File: config.mk
export PLATFORM = sky130hd
export DESIGN_NAME = gradient_stop_palette_rgb565
export DESIGN_NICKNAME = d
export VERILOG_FILES = /design/src/hdl/gsp_pkg.sv /design/src/hdl/gsp_div.sv /design/src/hdl/gsp_front.sv /design/src/hdl/gsp_jobq.sv /design/src/hdl/gsp_back.sv /design/src/hdl/gradient_stop_palette_rgb565.sv
export SDC_FILE = /design/constraint.sdc
export NUM_CORES = 2
export LEC_CHECK = 0
export BUFFER_PORTS_ARGS = -buffer_cell sky130_fd_sc_hd__buf_4
export CAP_MARGIN = 10
export CORE_MARGIN = 2
export CORE_UTILIZATION = 65
export CTS_BUF_LIST = sky130_fd_sc_hd__clkbuf_2
export DETAILED_ROUTE_END_ITERATION = 7
export GPL_TIMING_DRIVEN = 0
export PLACE_DENSITY = 0.91
export SYNTH_ARGS = -nofsm -noshare
export SYNTH_HDL_FRONTEND = slang
export SYNTH_SLANG_ARGS = --single-unit
File: constraint.sdc
create_clock -name clk -period 20.9 [get_ports clk]
set_input_delay 1.045 -clock clk [delete_from_list [all_inputs] [get_ports clk]]
set_output_delay 1.045 -clock clk [all_outputs]
set_load 0.02 [all_outputs]
File: src/hdl/gsp_pkg.sv
`timescale 1ns / 1ps
// Shared types, constants and arithmetic helpers for the gradient stop palette.
// Used by every module of the block; depends on nothing.
package gsp_pkg;

  localparam int MAX_STOPS  = 8;
  localparam int IDX_W      = $clog2(MAX_STOPS);
  localparam int N_W        = $clog2(MAX_STOPS + 1);
  localparam int CNT_W      = 4;
  localparam int PADDR_W    = 2;

  // job queue between front and back
  localparam int QDEPTH     = 4;
  localparam int QPTR_W     = $clog2(QDEPTH);

  // result queue at the back end
  localparam int ODEPTH     = 16;
  localparam int OPTR_W     = $clog2(ODEPTH);

  // divider: 16 quotient bits, two per stage
  localparam int DIV_BPS    = 2;
  localparam int DIV_STAGES = 16 / DIV_BPS;
  localparam int BACK_DEPTH = DIV_STAGES + 2;

  localparam logic [PADDR_W-1:0] ADDR_STOP_COUNT = 2'd0;

  localparam logic KIND_WRITE  = 1'b0;
  localparam logic KIND_RENDER = 1'b1;

  localparam logic [15:0] COLOR_BLACK = 16'h0000;

  typedef struct packed {
    logic [7:0] pos;
    logic [7:0] red;
    logic [7:0] green;
    logic [7:0] blue;
  } stop_t;

  typedef struct packed {
    logic [7:0] idx;
    stop_t      a;
    stop_t      b;
    logic       short_f;
  } job_t;

  typedef struct packed {
    logic [7:0]  rem;
    logic [15:0] dq;
  } div_t;

  // Side data that travels alongside the divider lanes
  typedef struct packed {
    logic [7:0] red;
    logic [7:0] green;
    logic [7:0] blue;
    logic [2:0] neg;
    logic       zero_span;
    logic       short_f;
  } side_t;

  // One restoring division step: shift in the next dividend bit, subtract if it fits
  function automatic div_t div_step(input div_t cur, input logic [7:0] dv);
    logic [8:0] trial;
    div_t       res;
    trial  = {cur.rem, cur.dq[15]};
    res.dq = {cur.dq[14:0], 1'b0};
    if (trial >= {1'b0, dv}) begin
      trial     = trial - {1'b0, dv};
      res.dq[0] = 1'b1;
    end
    res.rem = trial[7:0];
    return res;
  endfunction

  // Round an 8-bit channel to k levels: (c*k + 127) / 255 via reciprocal
  function automatic logic [5:0] scale_chan(input logic [7:0] c, input logic [5:0] k);
    logic [15:0] x;
    logic [15:0] q;
    x = 16'(c) * 16'(k) + 16'd127;
    q = (x + 16'(x[15:8]) + 16'd1) >> 8;
    return q[5:0];
  endfunction

  function automatic logic [15:0] pack565(input logic [7:0] r, input logic [7:0] g,
                                          input logic [7:0] b);
    logic [5:0] r5;
    logic [5:0] g6;
    logic [5:0] b5;
    r5 = scale_chan(r, 6'd31);
    g6 = scale_chan(g, 6'd63);
    b5 = scale_chan(b, 6'd31);
    return {r5[4:0], g6, b5[4:0]};
  endfunction

endpackage

File: src/hdl/gsp_div.sv
`timescale 1ns / 1ps
// Pipelined unsigned 16-by-8 divider lane, two quotient bits per stage.
// Depends on gsp_pkg for the step function and stage count.
module gsp_div (
  input  logic        clk,
  input  logic [15:0] dividend,
  input  logic [7:0]  divisor,
  output logic [15:0] quotient
);

  gsp_pkg::div_t stg_r   [gsp_pkg::DIV_STAGES];
  gsp_pkg::div_t stg_nxt [gsp_pkg::DIV_STAGES];
  logic [7:0]    dv_r    [gsp_pkg::DIV_STAGES];

  // run two steps per stage on the previous stage's partial result
  always_comb begin
    gsp_pkg::div_t cur;
    logic [7:0]    dv;
    for (int s = 0; s < gsp_pkg::DIV_STAGES; s++) begin
      if (s == 0) begin
        cur.rem = '0;
        cur.dq  = dividend;
        dv      = divisor;
      end else begin
        cur = stg_r[s-1];
        dv  = dv_r[s-1];
      end
      for (int b = 0; b < gsp_pkg::DIV_BPS; b++) begin
        cur = gsp_pkg::div_step(cur, dv);
      end
      stg_nxt[s] = cur;
    end
  end

  // advance every cycle
  always_ff @(posedge clk) begin
    dv_r[0] <= divisor;
    for (int s = 1; s < gsp_pkg::DIV_STAGES; s++) begin
      dv_r[s] <= dv_r[s-1];
    end
    for (int s = 0; s < gsp_pkg::DIV_STAGES; s++) begin
      stg_r[s] <= stg_nxt[s];
    end
  end

  assign quotient = stg_r[gsp_pkg::DIV_STAGES-1].dq;

endmodule

File: src/hdl/gsp_front.sv
`timescale 1ns / 1ps
// Front end: input handshake, stop table, stop count register and segment search.
// Depends on gsp_pkg; feeds render jobs to the job queue.
module gsp_front (
  input  logic                        clk,
  input  logic                        rst_n,
  input  logic                        in_valid,
  output logic                        in_ready,
  input  logic                        in_kind,
  input  logic [2:0]                  in_stop_slot,
  input  logic [7:0]                  in_stop_pos,
  input  logic [7:0]                  in_stop_red,
  input  logic [7:0]                  in_stop_green,
  input  logic [7:0]                  in_stop_blue,
  input  logic [7:0]                  in_entry_index,
  input  logic                        psel,
  input  logic                        penable,
  input  logic                        pwrite,
  input  logic [gsp_pkg::PADDR_W-1:0] paddr,
  input  logic [31:0]                 pwdata,
  output logic [31:0]                 prdata,
  input  logic [gsp_pkg::QPTR_W:0]    q_count,
  output logic                        job_valid,
  output gsp_pkg::job_t               job
);

  logic [gsp_pkg::CNT_W-1:0] count_r;
  logic                      job_valid_r;
  logic [7:0]                pos_r    [gsp_pkg::MAX_STOPS];
  gsp_pkg::stop_t            stop_mem [gsp_pkg::MAX_STOPS];
  gsp_pkg::stop_t            rd_a_r;
  gsp_pkg::stop_t            rd_b_r;
  logic [7:0]                idx_r;
  logic                      short_r;

  logic                      in_acc;
  logic [gsp_pkg::N_W-1:0]   n_eff;
  logic [gsp_pkg::IDX_W-1:0] seg;
  logic [gsp_pkg::IDX_W-1:0] seg_b;
  logic                      slot_ok;

  // leave room for the job still in the read stage
  assign in_ready = (int'(q_count) + int'(job_valid_r)) < gsp_pkg::QDEPTH;
  assign in_acc   = in_valid && in_ready;
  assign slot_ok  = int'(in_stop_slot) < gsp_pkg::MAX_STOPS;

  // count interior stops that lie below the requested entry
  always_comb begin
    n_eff = (int'(count_r) > gsp_pkg::MAX_STOPS) ? gsp_pkg::N_W'(gsp_pkg::MAX_STOPS)
                                                 : gsp_pkg::N_W'(count_r);
    seg = '0;
    for (int k = 1; k < gsp_pkg::MAX_STOPS - 1; k++) begin
      if ((k + 1 < int'(n_eff)) && (pos_r[k] < in_entry_index)) begin
        seg = seg + 1'b1;
      end
    end
    seg_b = seg + 1'b1;
  end

  // control registers
  always_ff @(posedge clk) begin
    if (!rst_n) begin
      count_r     <= '0;
      job_valid_r <= 1'b0;
    end else begin
      if (psel && penable && pwrite && (paddr == gsp_pkg::ADDR_STOP_COUNT)) begin
        count_r <= pwdata[gsp_pkg::CNT_W-1:0];
      end
      job_valid_r <= in_acc && (in_kind == gsp_pkg::KIND_RENDER);
    end
  end

  // stop table: write on a write word, read both ends of the segment on a render word
  always_ff @(posedge clk) begin
    if (in_acc && (in_kind == gsp_pkg::KIND_WRITE) && slot_ok) begin
      stop_mem[gsp_pkg::IDX_W'(in_stop_slot)] <= '{pos: in_stop_pos, red: in_stop_red,
                                                   green: in_stop_green, blue: in_stop_blue};
      pos_r[gsp_pkg::IDX_W'(in_stop_slot)]    <= in_stop_pos;
    end
    if (in_acc && (in_kind == gsp_pkg::KIND_RENDER)) begin
      rd_a_r  <= stop_mem[seg];
      rd_b_r  <= stop_mem[seg_b];
      idx_r   <= in_entry_index;
      short_r <= n_eff < gsp_pkg::N_W'(2);
    end
  end

  assign prdata    = (paddr == gsp_pkg::ADDR_STOP_COUNT) ? {28'd0, count_r} : 32'd0;
  assign job_valid = job_valid_r;
  assign job       = '{idx: idx_r, a: rd_a_r, b: rd_b_r, short_f: short_r};

endmodule

File: src/hdl/gsp_jobq.sv
`timescale 1ns / 1ps
// Short job queue between the front and back ends.
// Depends on gsp_pkg for the job type and depth.
module gsp_jobq (
  input  logic                     clk,
  input  logic                     rst_n,
  input  logic                     push,
  input  gsp_pkg::job_t            push_job,
  input  logic                     pop,
  output logic                     not_empty,
  output gsp_pkg::job_t            head,
  output logic [gsp_pkg::QPTR_W:0] count
);

  gsp_pkg::job_t             q_r [gsp_pkg::QDEPTH];
  logic [gsp_pkg::QPTR_W-1:0] wptr_r;
  logic [gsp_pkg::QPTR_W-1:0] rptr_r;
  logic [gsp_pkg::QPTR_W:0]   count_r;

  // advance pointers and occupancy
  always_ff @(posedge clk) begin
    if (!rst_n) begin
      wptr_r  <= '0;
      rptr_r  <= '0;
      count_r <= '0;
    end else begin
      if (push) wptr_r <= wptr_r + 1'b1;
      if (pop)  rptr_r <= rptr_r + 1'b1;
      count_r <= count_r + (gsp_pkg::QPTR_W+1)'(push) - (gsp_pkg::QPTR_W+1)'(pop);
    end
  end

  // hold job payloads
  always_ff @(posedge clk) begin
    if (push) q_r[wptr_r] <= push_job;
  end

  assign not_empty = count_r != '0;
  assign head      = q_r[rptr_r];
  assign count     = count_r;

endmodule

File: src/hdl/gsp_back.sv
`timescale 1ns / 1ps
// Back end: interpolation multiply, three divider lanes, RGB565 packing, result queue.
// Depends on gsp_pkg and gsp_div.
module gsp_back (
  input  logic          clk,
  input  logic          rst_n,
  input  logic          job_valid,
  input  gsp_pkg::job_t job,
  output logic          job_pop,
  output logic          out_valid,
  input  logic          out_ready,
  output logic [15:0]   out_color_565
);

  localparam int LAST = gsp_pkg::BACK_DEPTH - 1;

  logic                       v_r    [gsp_pkg::BACK_DEPTH];
  gsp_pkg::side_t             side_r [gsp_pkg::BACK_DEPTH];
  logic signed [17:0]         prod_r [3];
  logic signed [8:0]          span_r;
  logic [15:0]                mag_r  [3];
  logic [7:0]                 smag_r;
  logic [15:0]                quo    [3];

  logic [gsp_pkg::OPTR_W:0]   outst_r;
  logic [15:0]                ofifo  [gsp_pkg::ODEPTH];
  logic [gsp_pkg::OPTR_W-1:0] owptr_r;
  logic [gsp_pkg::OPTR_W-1:0] orptr_r;
  logic [gsp_pkg::OPTR_W:0]   ocnt_r;

  logic                       out_acc;
  logic signed [8:0]          t_s;
  logic signed [8:0]          span_s;
  logic signed [8:0]          diff_s [3];
  logic [7:0]                 a_ch   [3];
  logic [7:0]                 b_ch   [3];
  logic [7:0]                 fin_ch [3];
  logic [15:0]                fin_color;

  // take a job only when a result slot is guaranteed
  assign job_pop = job_valid && (int'(outst_r) < gsp_pkg::ODEPTH);
  assign out_acc = out_valid && out_ready;

  // differences and position offsets, signed
  always_comb begin
    a_ch[0] = job.a.red;   b_ch[0] = job.b.red;
    a_ch[1] = job.a.green; b_ch[1] = job.b.green;
    a_ch[2] = job.a.blue;  b_ch[2] = job.b.blue;
    t_s    = $signed({1'b0, job.idx})   - $signed({1'b0, job.a.pos});
    span_s = $signed({1'b0, job.b.pos}) - $signed({1'b0, job.a.pos});
    for (int c = 0; c < 3; c++) begin
      diff_s[c] = $signed({1'b0, b_ch[c]}) - $signed({1'b0, a_ch[c]});
    end
  end

  // valid bits and credit count
  always_ff @(posedge clk) begin
    if (!rst_n) begin
      for (int s = 0; s < gsp_pkg::BACK_DEPTH; s++) v_r[s] <= 1'b0;
      outst_r <= '0;
    end else begin
      v_r[0] <= job_pop;
      for (int s = 1; s < gsp_pkg::BACK_DEPTH; s++) v_r[s] <= v_r[s-1];
      outst_r <= outst_r + (gsp_pkg::OPTR_W+1)'(job_pop) - (gsp_pkg::OPTR_W+1)'(out_acc);
    end
  end

  // multiply, then magnitude and sign, then carry side data along the divider
  always_ff @(posedge clk) begin
    for (int c = 0; c < 3; c++) begin
      prod_r[c] <= diff_s[c] * t_s;
      mag_r[c]  <= prod_r[c][17] ? 16'(-prod_r[c]) : prod_r[c][15:0];
    end
    span_r <= span_s;
    smag_r <= span_r[8] ? 8'(-span_r) : span_r[7:0];
    side_r[0] <= '{red: job.a.red, green: job.a.green, blue: job.a.blue, neg: 3'b000,
                   zero_span: (span_s == 9'sd0), short_f: job.short_f};
    side_r[1] <= '{red: side_r[0].red, green: side_r[0].green, blue: side_r[0].blue,
                   neg: {prod_r[2][17] ^ span_r[8], prod_r[1][17] ^ span_r[8],
                         prod_r[0][17] ^ span_r[8]},
                   zero_span: side_r[0].zero_span, short_f: side_r[0].short_f};
    for (int s = 2; s < gsp_pkg::BACK_DEPTH; s++) side_r[s] <= side_r[s-1];
  end

  for (genvar c = 0; c < 3; c++) begin : g_lane
    gsp_div u_div (
      .clk      (clk),
      .dividend (mag_r[c]),
      .divisor  (smag_r),
      .quotient (quo[c])
    );
  end

  // apply the signed step and pack
  always_comb begin
    logic [7:0] base [3];
    logic [7:0] step;
    base[0] = side_r[LAST].red;
    base[1] = side_r[LAST].green;
    base[2] = side_r[LAST].blue;
    for (int c = 0; c < 3; c++) begin
      step      = side_r[LAST].neg[c] ? 8'(-quo[c][7:0]) : quo[c][7:0];
      fin_ch[c] = side_r[LAST].zero_span ? base[c] : base[c] + step;
    end
    fin_color = side_r[LAST].short_f ? gsp_pkg::COLOR_BLACK
                                     : gsp_pkg::pack565(fin_ch[0], fin_ch[1], fin_ch[2]);
  end

  // result queue control
  always_ff @(posedge clk) begin
    if (!rst_n) begin
      owptr_r <= '0;
      orptr_r <= '0;
      ocnt_r  <= '0;
    end else begin
      if (v_r[LAST]) owptr_r <= owptr_r + 1'b1;
      if (out_acc)   orptr_r <= orptr_r + 1'b1;
      ocnt_r <= ocnt_r + (gsp_pkg::OPTR_W+1)'(v_r[LAST]) - (gsp_pkg::OPTR_W+1)'(out_acc);
    end
  end

  // result queue storage
  always_ff @(posedge clk) begin
    if (v_r[LAST]) ofifo[owptr_r] <= fin_color;
  end

  assign out_valid     = ocnt_r != '0;
  assign out_color_565 = ofifo[orptr_r];

endmodule

File: src/hdl/gradient_stop_palette_rgb565.sv
`timescale 1ns / 1ps
// Gradient stop palette to RGB565. Accepts stop writes or renders, one word per cycle
// while in_ready is high. A render word passes the front read stage, the job queue, the
// multiply, the magnitude, eight divider stages and the result queue before out_valid.
// Throughput: one word per cycle while in_ready is high; a write word gives no result.
// Synchronous active-low reset clears stop_count, queues and valids; stop table is not cleared.
module gradient_stop_palette_rgb565 (
  input  logic                        clk,
  input  logic                        rst_n,
  input  logic                        in_valid,
  output logic                        in_ready,
  input  logic                        in_kind,
  input  logic [2:0]                  in_stop_slot,
  input  logic [7:0]                  in_stop_pos,
  input  logic [7:0]                  in_stop_red,
  input  logic [7:0]                  in_stop_green,
  input  logic [7:0]                  in_stop_blue,
  input  logic [7:0]                  in_entry_index,
  output logic                        out_valid,
  input  logic                        out_ready,
  output logic [15:0]                 out_color_565,
  input  logic                        psel,
  input  logic                        penable,
  input  logic                        pwrite,
  input  logic [gsp_pkg::PADDR_W-1:0] paddr,
  input  logic [31:0]                 pwdata,
  output logic [31:0]                 prdata,
  output logic                        pready
);

  logic                    f_valid;
  gsp_pkg::job_t           f_job;
  logic                    q_not_empty;
  gsp_pkg::job_t           q_head;
  logic [gsp_pkg::QPTR_W:0] q_count;
  logic                    q_pop;

  assign pready = 1'b1;

  gsp_front u_front (
    .clk            (clk),
    .rst_n          (rst_n),
    .in_valid       (in_valid),
    .in_ready       (in_ready),
    .in_kind        (in_kind),
    .in_stop_slot   (in_stop_slot),
    .in_stop_pos    (in_stop_pos),
    .in_stop_red    (in_stop_red),
    .in_stop_green  (in_stop_green),
    .in_stop_blue   (in_stop_blue),
    .in_entry_index (in_entry_index),
    .psel           (psel),
    .penable        (penable),
    .pwrite         (pwrite),
    .paddr          (paddr),
    .pwdata         (pwdata),
    .prdata         (prdata),
    .q_count        (q_count),
    .job_valid      (f_valid),
    .job            (f_job)
  );

  gsp_jobq u_jobq (
    .clk       (clk),
    .rst_n     (rst_n),
    .push      (f_valid),
    .push_job  (f_job),
    .pop       (q_pop),
    .not_empty (q_not_empty),
    .head      (q_head),
    .count     (q_count)
  );

  gsp_back u_back (
    .clk           (clk),
    .rst_n         (rst_n),
    .job_valid     (q_not_empty),
    .job           (q_head),
    .job_pop       (q_pop),
    .out_valid     (out_valid),
    .out_ready     (out_ready),
    .out_color_565 (out_color_565)
  );

endmodule

Word-level counts from Yosys, hierarchy flattened
Memory sizes are Yosys's and may differ from the RTL's. A register that Yosys moved wholly into a read port is not among the register bits. Cells that the tools add are included.

Memories kept: 14. Word-level logic and storage cells: 355. Bits in writable memories: 2038. Output and inout bits: 51. Input port bits: 85. Latch bits: 0. ROM bits: 0. Flip-flop bits (word level): 56.

Order comparisons: 64. Multiplexer cells: 137. Eq/ne operators: 0. Add/subtract/negate cells: 89. Multiply operators: 6. Bitwise logic cells: 14. Shift operators: 0. Div/mod/pow operators: 0. Reduce and logical (&&, ||, !) cells: 18.

Memory list: u_jobq.q_r (depth 4, width 73, read ports 1, clocked after Yosys merged registers in 1, wr ports 1, RTL line gsp_jobq.sv:15) `gsp_pkg::job_t q_r [gsp_pkg::QDEPTH];`; u_back.side_r (depth 10, width 29, read ports 10, clocked after Yosys merged registers in 0, wr ports 10, RTL line gsp_back.sv:18) `gsp_pkg::side_t side_r [gsp_pkg::BACK_DEPTH];`; u_back.ofifo (depth 16, width 16, read ports 1, clocked after Yosys merged registers in 1, wr ports 1, RTL line gsp_back.sv:26) `logic [15:0] ofifo [gsp_pkg::ODEPTH];`; u_front.stop_mem (depth 8, width 32, read ports 2, clocked after Yosys merged registers in 2, wr ports 1, RTL line gsp_front.sv:30) `gsp_pkg::stop_t stop_mem [gsp_pkg::MAX_STOPS];`; u_back.g_lane[0].u_div.stg_r (depth 8, width 24, read ports 8, clocked after Yosys merged registers in 0, wr ports 8, RTL line gsp_div.sv:11) `gsp_pkg::div_t stg_r [gsp_pkg::DIV_STAGES];`; u_back.g_lane[1].u_div.stg_r (depth 8, width 24, read ports 8, clocked after Yosys merged registers in 0, wr ports 8, RTL line gsp_div.sv:11); 8 more memories.

Operator list (count): $mux W8 (55); $ge A9 B8 Y1 (45); $sub A8 B8 Y8 (45); $mux W1 (67); $mux W16 (4); $mul A9 B9 Y18 (3); $lt A8 B8 Y1 (6); $neg A16 Y16 (3); $sub A8 B8 Y9 (5); $lt A32 B4 Y1 const B (1); $neg A8 Y8 (4); $add A13 B7 Y14 const B (2); $add A13 B1 Y13 const B (2); $add A13 B6 Y13 (2); $mul A8 B5 Y13 const B (2); $add A8 B8 Y8 (3); $ge A1 B8 Y1 (3); $sub A1 B8 Y8 (3); $lt A3 B4 Y1 const A (4); $mux W4 (4); $add A14 B7 Y15 const B (1); $add A3 B1 Y3 const B (5); $mux W3 (5); $add A14 B1 Y14 const B (1); 23 further kinds (53).

Longest topological paths before layout
Depth in word-level cells: 16. Depth in mapped cells: 37. Mapped depth without buffers: 37.

Modules after synthesis
A second synthesis with hierarchy kept.

Cells, all modules: 8179. Area, all modules: 98483.2 um^2.

By module, submodules not included: gsp_back (cells an instance 3063, area an instance 36851.6 um^2, instances 1, sequential area each 16395.7 um^2); gsp_div (u_back.g_lane[0].u_div ...) (cells an instance 1097, area an instance 11267.1 um^2, instances 2, sequential area each 4804.6 um^2); gsp_front (cells an instance 1396, area an instance 16862.4 um^2, instances 1, sequential area each 9979.6 um^2); gsp_div (u_back.g_lane[2].u_div) (cells an instance 1102, area an instance 11185.7 um^2, instances 1, sequential area each 4804.6 um^2); gsp_jobq (cells an instance 422, area an instance 11038.1 um^2, instances 1, sequential area each 8948.6 um^2); gradient_stop_palette_rgb565 (cells an instance 2, area an instance 11.3 um^2, instances 1, sequential area each 0.0 um^2).

Worst setup path before layout
OpenSTA, ideal clock, no wires.

Path type: register -> register. Start point: register with a tool-made name. End point: memory u_back.prod_r[1][17], in the netlist u_back.prod_r[0][35]. Required time: 20.782 ns. Period minus slack after synthesis: 8.306 ns. Cell stages (with the launch flop): 33. Library setup time: 0.118 ns. Setup slack: 12.594 ns. Arrival time: 8.188 ns. Buffers on the path: 3. Cell sequence: dfxtp_1 -> clkbuf_1 -> buf_1 -> mux4_2 -> inv_1 -> ha_1 -> inv_1 -> fa_1 -> a21o_1 -> a21oi_1 -> o21bai_1 -> a21oi_1 -> o21bai_1 -> a21oi_1 -> clkbuf_1 -> nand2_1 -> fa_1 -> fa_1 -> inv_1 -> fa_1 -> fa_1 -> inv_1 -> fa_1 -> inv_1 -> ha_1 -> a21oi_1 -> o21bai_1 -> a21oi_1 -> nor2b_1 -> o2111ai_1 -> nand3_1 -> o41a_1 -> xnor2_1.

RTL lines: to (decl) (RTL line gsp_back.sv:19) `logic signed [17:0] prod_r [3];`.

==> impl_metrics.csv <==
group,metric,value,unit
timing,clock_skew,245,ps
grt,grt_use_total,0.305,
floorplanning,io_pins,136,
critical_path,path_buf_inv,8,
clock_network,cts_resized,0,
grt,gr-total-overflow,0,
timing,final_hold_viol_count,0,
critical_path,worst_setup_path_end_kind,"flop",
yosys,synth_top_area_cell,"edfxtp_1",
clock_network,cts_setup_buffers,0,
place,place_ws,10250,ps
yosys,synth_area,89000,sq um
place,post-dp-hpwl,151000,um
grt,antenna_found_initial,15,
detailed_routing,drt_pass1_iterations,8,
floorplanning,dieHeight,374,um
yosys,synth_area_per_cell,12.3,sq um
hold_path,holdCritPathClass,"reg -> reg",
yosys,yosys_warnings,0,
critical_path,startpoint_type,"flop",
run_status,violations,"DRC",
critical_path,r2r-end,"u_back.prod_r[0][35]",
yosys,synth_flop_cell,"dfxtp_1",
timing,finalSetupViolCount,0,
final_layout,syn_to_final_growth,9.09,%
clock_network,insertion_delay,1940,ps
detailed_routing,dr.first_iter.drc_count,6264,
clock_network,root_buffer,"clkbuf_2",
critical_path,r2r_slack,10130,ps
final_layout,nNetsFinal,9034,
critical_path,max_stage_delay,1000,ps
grt,grt_pass1_vias,63300,
run_status,status,"finished, violations left",
timing,rsz0062_at_grt,"false",
yosys,syn_inst,7248,
clock_network,ctsLongestPathBuffers,4,
clock_network,tritoncts,"done",
clock_network,numCtsBuffers,422,
critical_path,reg2reg_depth,32,
critical_path,critPathSlowestCell,"a21oi_1",
detailed_routing,drc,2,
final_layout,drive_gt1_frac,0.162,
yosys,synth_edf_count,877,
critical_path,crit_required,22550,ps
critical_path,cp_data_arrival_time,12420,ps
timing,fmax,0.0928,GHz
yosys,synthTopCellsByArea,"edfxtp_1 (30%), dfxtp_1 (20%), ha_1 (10%)",
timing,whs,205,ps
detailed_routing,num_vias,59900,
yosys,synth_async_sr_flop_share,0,
yosys,synth_top_area_frac,0.296,
clock_network,path_clk_slew,110,ps
timing,finalMaxSlewViolations,0,
floorplanning,initial_utilization,0.656,
timing,fin_crit_sh,0.515,
grt,grt_pass1_wl,333000,um
detailed_routing,wl_per_cell,21.5,um
yosys,yosysUniqueCellTypes,73,
final_layout,layout_common_cells,"dfxtp_1 (901), edfxtp_1 (877), nand2_1 (761), ha_1 (725), inv_1 (684)",
critical_path,cp_max_fo,10,
final_layout,nFillCells,8410,
timing,min_period,10770,ps
place,gp_congestion,0.948,
final_layout,layout_commonest_cell,"dfxtp_1",
clock_network,htreeDepth,5,
grt,grt_max_degree,62,
timing,relSlewSlack,0.0638,
critical_path,crit_family,"adder cells",
timing,tns,0,ps
floorplanning,dieArea,140000,sq um
detailed_routing,wirelength,215000,um
floorplanning,die_w,374,um
yosys,ys_seq_area_frac,0.498,
detailed_routing,ant_nets,0,
clock_network,hold_buffers,105,
timing,fin_ws,10130,ps
critical_path,cp.depth,32,
floorplanning,core_region_area,136000,sq um
critical_path,critPathCapture,"u_back.prod_r[0][35]",
floorplanning,rows,135,
yosys,ys_ff_latch,1778,
clock_network,cts_sinks,1778,
detailed_routing,viasPerCell,5.99,
timing,worstMarginPinSlew,1400,ps
place,port-buffer-count,78,
run,cap_violations,0,
critical_path,crit_top_cell,"fa_1",
critical_path,path_class,"reg -> reg",
==> cell families after synthesis <==
logic type / count (synthesis) / share of synthesized area
adder cells (fa/ha/maj): 1041 / 0.173
multiplexers: 592 / 0.0967
XOR/XNOR: 459 / 0.0455
AO/OA/AOI/OAI: 903 / 0.0657
AND/OR/NAND/NOR: 1613 / 0.0828
flip-flops: 1778 / 0.498
other: 2 / 0.0000844
buffers and inverters: 860 / 0.0379
==> Yosys cell counts (5+ instances only) <==
master     instances
a211oi_1           7
a21boi_0          36
a21o_1           136
a21oi_1          261
a221o_1            5
a221oi_1          49
a31oi_1           31
a32o_1            32
and2_1            93
and3_1            13
buf_1             29
buf_2             24
buf_4             31
clkbuf_1          90
dfxtp_1          901
edfxtp_1         877
fa_1             315
ha_1             725
inv_1            684
mux2_2           297
mux2i_1          110
mux4_2           185
nand2_1          761
nand2b_1         104
nand3_1           30
nand4_1           83
nor2_1           319
nor2b_1          103
nor3_1            28
o2111ai_1          5
o211ai_1           5
o21a_1            27
o21ai_0          191
o21bai_1          61
o31ai_1           22
or2_2             24
or3_1             23
or4_1              9
xnor2_1          310
xor2_1           146
==> metal layers <==
metal	wire length (um)	track usage
met1	76300	0.346
met2	106000	0.523
met3	17900	0.0623
met4	14900	0.201
met5	43	0
==> worst reg2reg max path, delay by kind of cell (launching register included) <==
family	cells	cell delay, ps
simple gates	3	420
flops	1	330
xor+xnor	1	210
compound gates	11	3040
buf+inv	8	2490
mux	1	650
fa+ha+maj	8	3520
==> sequential cells by signal, indices dropped and copies added, names as in the netlist, 6 cells and up, named ones only <==
register,cells
u_back.side_r,287
u_back.g_lane.u_div.stg_r,396
u_front.stop_mem,250
u_back.prod_r,51
u_back.ofifo,256
u_front.idx_r,8
u_back.smag_r,8
u_back.span_r,9
u_front.job,64
u_jobq.q_r,292
u_front.pos_r,6
u_back.v_r,10
u_back.mag_r,48
u_back.g_lane.u_div.dv_r,56
==> cell type report <==
cell class | count | area [sq um] | area share
Inverter | 686 | 2570 | 0.0265
Sequential cell | 1778 | 44400 | 0.457
Tap cell | 1781 | 2230 | 0.0229
Timing Repair Buffer | 210 | 2040 | 0.0210
Clock inverter | 120 | 583 | 0.00600
Antenna cell | 18 | 45.0 | 0.000464
Multi-Input combinational cell | 4637 | 41500 | 0.427
Buffer | 174 | 800 | 0.00823
Clock buffer | 605 | 3030 | 0.0312
==> through the flow <==
stage | instance area [sq um] | util | std cells
final | 97100 | 0.716 | 10000
after detailed placement | 92400 | 0.681 | 9153
after global placement | 91900 | 0.678 | 9134
after floorplan | 89100 | - | 7275
after CTS | 97000 | 0.715 | 9983
after global routing | 97100 | 0.716 | 10000
==> worst min-delay path by stage <==
stage / start / endpoint / slack (ps) / cells after the start
after floorplan: u_back.mag_r[0][8] / u_back.g_lane[0].u_div.stg_r[0][10] / 310 / 0
final: u_back.mag_r[0][32] / u_back.g_lane[2].u_div.stg_r[0][2] / 210 / 0
after detailed placement: u_back.g_lane[0].u_div.stg_r[0][58] / u_back.g_lane[0].u_div.stg_r[0][84] / 310 / 0
after global routing: u_back.mag_r[0][32] / u_back.g_lane[2].u_div.stg_r[0][2] / 170 / 0
after global placement: u_back.side_r[7][17] / u_back.side_r[8][17] / 310 / 0
after CTS: u_back.side_r[3][5] / u_back.side_r[4][5] / 180 / 0
Power is left out: the tool's default activity adds up to more than one toggle a clock period on the data nets, which glitch-free logic cannot reach.
